### config.mk
export PLATFORM = sky130hd
export DESIGN_NAME = aik_cordic
export DESIGN_NICKNAME = d
export VERILOG_FILES = /design/src/design/aik_pkg.sv /design/src/design/aik_cordic.sv
export SDC_FILE = /design/constraint.sdc
export NUM_CORES = 2
export LEC_CHECK = 0
export ABC_CLOCK_PERIOD_IN_PS = 17540
export BUFFER_PORTS_ARGS = -buffer_cell sky130_fd_sc_hd__buf_2
export CAP_MARGIN = 15
export CORE_ASPECT_RATIO = 0.75
export CORE_MARGIN = 2
export CORE_UTILIZATION = 40
export DETAILED_ROUTE_END_ITERATION = 7
export GPL_ROUTABILITY_DRIVEN = 0
export GPL_TIMING_DRIVEN = 0
export PLACE_DENSITY = 0.58
export SKIP_LAST_GASP = 1
export SYNTH_ARGS = -nofsm -noshare
export SYNTH_HDL_FRONTEND = slang
export SYNTH_SLANG_ARGS = --single-unit
### constraint.sdc
create_clock -name i_clk -period 17.54 [get_ports i_clk]
set_clock_uncertainty 0.1 [all_clocks]
set_input_delay 2.631 -clock i_clk [delete_from_list [all_inputs] [get_ports i_clk]]
set_output_delay 2.631 -clock i_clk [all_outputs]
set_load 0.005 [all_outputs]
### src/design/aik_pkg.sv
// Shared types and constants for the arm inverse kinematics block.
`timescale 1ns / 1ps
package aik_pkg;

    // Input item: target point and tool angle
    typedef struct packed {
        logic signed [15:0] target_x;
        logic signed [15:0] target_y;
        logic signed [15:0] target_z;
        logic signed [15:0] tool_angle;
    } t_in;

    // Result item: four joint values
    typedef struct packed {
        logic signed [15:0] base_angle;
        logic signed [15:0] finger_angle;
        logic        [14:0] extension;
        logic signed [15:0] end_angle;
    } t_out;

    // Register indexes
    localparam logic [1:0] REG_PIVOT_HEIGHT = 2'd0;
    localparam logic [1:0] REG_REACH_LIMIT  = 2'd1;
    localparam logic [1:0] REG_EXT_OFFSET   = 2'd2;

    localparam logic [14:0] RST_PIVOT_HEIGHT = 15'd154;
    localparam logic [14:0] RST_REACH_LIMIT  = 15'd2048;
    localparam logic [14:0] RST_EXT_OFFSET   = 15'd819;

    // CORDIC datapath width (Q.8, signed) and magnitude width
    localparam int CW = 28;
    localparam int MW = 26;

    localparam logic [15:0] GAIN_FIX     = 16'd39797;
    localparam logic [15:0] QUARTER_TURN = 16'd16384;
    localparam logic [31:0] HALF_TURN    = 32'h8000_0000;
    localparam int          TABLE_LEN    = 24;

    // atan(2^-i) in 2^32 counts per turn
    localparam logic [31:0] ATAN_TAB [0:TABLE_LEN-1] = '{
        32'h20000000, 32'h12E4051E, 32'h09FB385B, 32'h051111D4,
        32'h028B0D43, 32'h0145D7E1, 32'h00A2F61E, 32'h00517C55,
        32'h0028BE53, 32'h00145F2F, 32'h000A2F98, 32'h000517CC,
        32'h00028BE6, 32'h000145F3, 32'h0000A2F9, 32'h0000517C,
        32'h000028BE, 32'h0000145F, 32'h00000A2F, 32'h00000517,
        32'h0000028B, 32'h00000145, 32'h000000A2, 32'h00000051
    };

endpackage

### src/design/aik_cordic.sv
// Pipelined vectoring CORDIC: one pre-rotation stage then one stage per iteration.
`timescale 1ns / 1ps
module aik_cordic #(
    parameter int N  = 16,
    parameter int SW = 32
) (
    input  logic                       i_clk,
    input  logic                       i_rst_n,
    input  logic                       i_en,
    input  logic                       i_valid,
    input  logic signed [aik_pkg::CW-1:0] i_x,
    input  logic signed [aik_pkg::CW-1:0] i_y,
    input  logic [SW-1:0]              i_side,
    output logic                       o_valid,
    output logic [aik_pkg::MW-1:0]     o_mag,
    output logic [31:0]                o_angle,
    output logic [SW-1:0]              o_side
);

    logic signed [aik_pkg::CW-1:0] r_x    [0:N];
    logic signed [aik_pkg::CW-1:0] r_y    [0:N];
    logic        [31:0]            r_acc  [0:N];
    logic                          r_zero [0:N];
    logic        [SW-1:0]          r_side [0:N];
    logic                          r_vld  [0:N];

    // Pre-rotate: turn left half plane by a half turn, flag the origin
    always_ff @(posedge i_clk) begin
        if (!i_rst_n) begin
            r_vld[0] <= 1'b0;
        end else if (i_en) begin
            r_vld[0] <= i_valid;
        end
    end

    always_ff @(posedge i_clk) begin
        if (i_en) begin
            r_zero[0] <= (i_x == '0) && (i_y == '0);
            r_side[0] <= i_side;
            if (i_x < 0) begin
                r_x[0]   <= -i_x;
                r_y[0]   <= -i_y;
                r_acc[0] <= aik_pkg::HALF_TURN;
            end else begin
                r_x[0]   <= i_x;
                r_y[0]   <= i_y;
                r_acc[0] <= '0;
            end
        end
    end

    // One micro-rotation per stage
    for (genvar s = 0; s < N; s++) begin : g_stage
        always_ff @(posedge i_clk) begin
            if (!i_rst_n) begin
                r_vld[s+1] <= 1'b0;
            end else if (i_en) begin
                r_vld[s+1] <= r_vld[s];
            end
        end

        always_ff @(posedge i_clk) begin
            if (i_en) begin
                r_zero[s+1] <= r_zero[s];
                r_side[s+1] <= r_side[s];
                if (r_y[s] >= 0) begin
                    r_x[s+1]   <= r_x[s] + (r_y[s] >>> s);
                    r_y[s+1]   <= r_y[s] - (r_x[s] >>> s);
                    r_acc[s+1] <= r_acc[s] + aik_pkg::ATAN_TAB[s];
                end else begin
                    r_x[s+1]   <= r_x[s] - (r_y[s] >>> s);
                    r_y[s+1]   <= r_y[s] + (r_x[s] >>> s);
                    r_acc[s+1] <= r_acc[s] - aik_pkg::ATAN_TAB[s];
                end
            end
        end
    end

    // Origin gives zero angle and magnitude; a negative final x also gives zero magnitude
    assign o_valid = r_vld[N];
    assign o_side  = r_side[N];
    assign o_angle = r_zero[N] ? 32'd0 : r_acc[N];
    assign o_mag   = (r_zero[N] || r_x[N] < 0) ? '0 : r_x[N][aik_pkg::MW-1:0];

endmodule

Word level (Yosys, flattened, before mapping)
Memory sizes are Yosys's and may differ from the RTL's.
Index checks and enable logic that the tools add are counted.

storage, ports and cells
  register bits = 0
  latch bits = 0
  RAM bits = 2074
  bits in read-only memories = 0
  input bits = 92
  output and inout bits = 91
  word-level logic and storage cells = 370
  memories kept = 6

memories
  memory  depth  width  read ports  clocked after Yosys merged registers in  write ports  line              text
  r_acc   17     32     17          0                                        17           aik_cordic.sv:22  logic [31:0] r_acc [0:N];
  r_side  17     32     17          0                                        17           aik_cordic.sv:24  logic [SW-1:0] r_side [0:N];
  r_x     17     28     17          0                                        17           aik_cordic.sv:20  logic signed [aik_pkg::CW-1:0] r_x [0:N];
  r_y     17     28     16          0                                        17           aik_cordic.sv:21  logic signed [aik_pkg::CW-1:0] r_y [0:N];
  r_vld   17     1      17          0                                        17           aik_cordic.sv:25  logic r_vld [0:N];
  r_zero  17     1      17          0                                        17           aik_cordic.sv:23  logic r_zero [0:N];

operators by class
  $add $sub $neg = 97
  $mul = 0
  divide/modulo/power cells = 0
  $lt $le $gt $ge = 18
  equal/unequal tests = 0
  shifts and indexed selects = 0
  mux-type cells = 177
  bitwise gates (word level) = 68
  reductions and logical operators = 4

operators by type and width
  operator                                                      count
  2-to-1 mux 28 bit                                             34
  2-to-1 mux 32 bit                                             18
  >= comparator 28 x 1 -> 1 bit (second input constant)         16
  2-to-1 mux 1 bit                                              124
  OR 1 bit                                                      68
  adder 28 x 13 -> 28 bit                                       2
  adder 28 x 14 -> 28 bit                                       2
  adder 28 x 15 -> 28 bit                                       2
  adder 28 x 16 -> 28 bit                                       2
  adder 28 x 17 -> 28 bit                                       2
  adder 28 x 18 -> 28 bit                                       2
  adder 28 x 19 -> 28 bit                                       2
  adder 28 x 20 -> 28 bit                                       2
  adder 28 x 21 -> 28 bit                                       2
  adder 28 x 22 -> 28 bit                                       2
  adder 28 x 23 -> 28 bit                                       2
  adder 28 x 24 -> 28 bit                                       2
  adder 28 x 25 -> 28 bit                                       2
  adder 28 x 26 -> 28 bit                                       2
  adder 28 x 27 -> 28 bit                                       2
  zero test 28 bit                                              2
  less-than comparator 28 x 1 -> 1 bit (second input constant)  2
  negation 28 bit                                               2
  subtractor 28 x 13 -> 28 bit                                  2
  other kinds (51)                                              66

Longest topological paths before layout
  word-level depth = 5
  depth in mapped cells = 25
  depth with buffers taken out = 20

Worst setup path before layout
OpenSTA, ideal clock, no wires.

  path kind = input to register
  from = input i_en
  to = memory r_y[8][26] (netlist name), data pin
  library setup time = 258 ps
  data arrival time = 7472 ps
  slack = 9711 ps
  stages = 21
  buffers on the path = 7
  path through = buf_4 -> buf_6 -> and2_1 -> buf_2 -> inv_1 -> clkbuf_1 -> clkbuf_1 -> buf_1 -> buf_1 -> o21ai_0 -> fa_1 -> a21o_1 -> a21oi_1 -> o21bai_1 -> a2111oi_0 -> nor3_1 -> a221oi_1 -> o211ai_1 -> a31o_2 -> a21oi_1 -> xnor2_1

RTL lines
  item             line              text
  start, declared  aik_cordic.sv:9   input logic i_en,
  end, declared    aik_cordic.sv:21

==> key figures <==
Global routing
  – Pin count of the biggest net entering global routing: 134
  – Vias in the first global route: 96500
  – All-Layer GR Usage: 19.9%
  – Initial antenna violation count: 27
  – Global-route wire length before repair: 557000 um
  – GR Overflow Total: 0

Placement
  – Detailed placement HPWL: 276000 um
  – I/O Buffers: 181

Floorplanning
  – IO Pins: 183
  – Total die area: 344000 um2
  – Site row count: 185
  – Initial cell density of the core: 40.1%
  – Die Width: 676 um
  – Die H: 508 um
  – CORE AREA: 338000 um2

CTS
  – Hold buffer count at CTS: 0
  – Clock transition at the registers of the reported paths: 0.06 ns
  – CTS sink count: 1925
  – Clk_lat worst skew: 0.91 ns
  – CTS tree: built
  – Post-CTS Setup Bufs: 0
  – CTS-repair resized insts: 0
  – CTS root buf: clkbuf_16
  – CTS Buf Count: 203
  – H-Tree Level Count: 4
  – Maximum buffer depth of the clock tree: 4

Synthesis
  – Dominant synthesized flop cell: edfxtp_1
  – Register area share after synthesis: 42.6%
  – Area contributors post-synth: edfxtp_1 43%, ha_1 9.6%, xnor2_1 7.8%
  – Syn Nets: 14800
  – Synthesized cell area: 136000 um2
  – Multiplexer share of the synthesized area: 0.869%
  – Mean Syn Cell Area: 9.92 um2
  – EDFF count, synth: 1924
  – Yosys reg bits: 1925
  – XOR/XNOR Fraction of Synth Area: 11.3%
  – Asr flop ratio synth: 0%
  – Post-synth top area share: 42.6%
  – Post-synthesis cell type count: 121
  – Largest family of logic cells by synthesized area: compound AO/OA/AOI/OAI gates
  – Synth warn: 0
  – Largest area contributor in the netlist: edfxtp_1
  – Area fraction in compound gates after synthesis: 18.1%
  – Cells after Synth: 13700
  – Synth Area in Simple Gates: 13.8%
  – Adder-Cell Fraction of Synth Area: 10.2%

Layout
  – Layout net count: 15300
  – Area growth syn-to-layout: 10.2%
  – Share of cells above drive strength 1: 5.11%

Hold path
  – Hold Startpoint: r_zero[0][4]
  – Hold Path Class: reg2reg

Setup path
  – R2r startpoint: r_y[12][27]
  – CP endpoint kind: flip-flop
  – Maximum fanout along the worst path: 100
  – CP Launch Type: input pin
  – Critical Path RT: 18.06 ns
  – Crit path kind: in2reg
  – Worst Path Arrival: 10.67 ns
  – Setup crit start: i_en

Route
  – Final WL: 355000 um
  – Drt initial violations: 10000
  – Post-DR vias/cell: 5.59
  – Wire length per cell: 18.9 um
  – Routed Antenna Nets: 0
  – DR vias: 105000
  – DRC errors left: 0
  – DR pass1 iterations: 6

Status
  – Outcome: finished clean

STA
  – Fin. Hold Viols: 0
  – Unrepaired setup endpoints after global routing: false
  – Final max-slew violation count: 0
  – Final setup fails: 0
  – F_max: 0.0986 GHz
  – Slew @ Worst Pin: 1.23 ns
  – Setup TNS: 0 ns
  – Fin crit period: 10.15 ns
  – Tcrit/Tclk final: 57.8%
  – Relative slew slack: 17.3%

Job
  – Max-cap violations: 0
-- worst max-delay path, stage by stage --
cell	delay, ns
buf_8	0.55
buf_4	0.46
buf_6	0.28
buf_6	0.29
nand2_4	0.13
inv_1	0.19
buf_2	0.28
buf_1	0.53
clkbuf_1	0.73
buf_1	0.85
nor2_1	0.12
xnor2_1	0.23
ha_1	0.31
a21oi_1	0.23
o211ai_1	0.17
a2111oi_0	0.80
o211ai_1	0.26
a31o_2	0.31
nand2_1	0.10
a21boi_0	0.17
o41ai_1	0.49
o21ai_0	0.21
xor2_1	0.17
-- synth_stat cells (all sizes together) (51+ instances only) --
cell type,number
a21boi,74
o31ai,180
or3,117
a211oi,98
a21oi,1078
mux2i,102
or4,60
and2,97
a21o,318
nand3,298
a31oi,165
o211ai,93
inv,584
nand2b,181
nand2,892
nor2b,142
and3,161
nor2,1184
o21ai,812
buf,139
edfxtp,1924
xnor2,1206
nand4,77
ha,1038
o41ai,96
or2,69
a211o,51
xor2,537
clkbuf,381
o22ai,69
o21bai,121
nor4,126
o21a,190
nor3,377
-- placed cells by master, fill, tap and decap left out, types with 68 or more instances in the layout --
cell type     n
a211oi_1     95
a21boi_0     71
a21o_1      317
a21oi_1    1076
a31oi_1     161
and2_1       97
and3_1      161
buf_1        99
buf_2       211
clkbuf_1    398
clkbuf_16   208
edfxtp_1   1924
ha_1       1038
inv_1       576
mux2i_1     102
nand2_1     891
nand2b_1    181
nand3_1     298
nand4_1      77
nor2_1     1182
nor2b_1     142
nor3_1      376
nor4_1      123
o211ai_1     91
o21a_1      190
o21ai_0     780
o21bai_1    121
o22ai_1      68
o31ai_1     179
o41ai_1      93
or3_1       117
xnor2_1    1206
xor2_1      537
-- final timing paths --
kind                   to  slack (ns)  depth (start not counted)
min reg2reg  r_zero[0][5]        0.29                          0
max reg2reg   r_y[13][26]        9.38                         20
min          r_zero[0][5]        0.29                          0
max            r_x[5][26]        7.39                         23
-- final cells by class --
type,instances,area (um2)
timing repair buffer,208,1530
inverter,593,2230
sequential,1925,57800
antenna,14,35.0
clock buffer,246,5350
buffer,520,2100
clock inverter,118,1220
multi-input combinational,10600,73600
fill,32300,189000
tap,4488,5620
-- flip-flops by register name (all words and copies together) (netlist names) --
name    flops
r_zero     17
r_vld      17
r_acc     440
r_side    544
r_x       474
r_y       433
-- metal layers --
layer	global-route usage (%)	routed length (um)
met1	31.5	181000
met2	28.9	146000
met3	2.46	21200
met4	3.70	6060
met5	0.165	78
-- per-stage QoR --
| stage | setup slack, ns | util, % | area [um2] | hold slack [ns] | std cells |
|---|---|---|---|---|---|
| detailed placement | 6.53 | 42.2 | 143000 | 0.305 | 18400 |
| global placement | -4.66 | 42.0 | 142000 | 0.300 | 18400 |
| CTS | 7.46 | 44.2 | 149000 | 0.285 | 18700 |
| global route | 6.89 | 44.2 | 149000 | 0.307 | 18800 |
| floorplan | 9.71 | - | 136000 | 0.300 | 13700 |
| finish | 7.39 | 44.2 | 149000 | 0.290 | 18800 |
-- kinds of logic (layout without fill, tap and decap cells) --
logic type / count (synthesis) / in the layout
AOI/OAI and AO/OA: 3794 / 3794
buffers and inverters: 1113 / 1685
muxes: 116 / 116
other: 1 / 15
xor gates and xnor gates: 1743 / 1743
and+or+nand+nor: 3893 / 3893
DFF: 1925 / 1925
adders and majority gates: 1096 / 1096
Power is not shown: default switching activity piles up to over one toggle a cycle in this logic, so the estimate is an artifact.
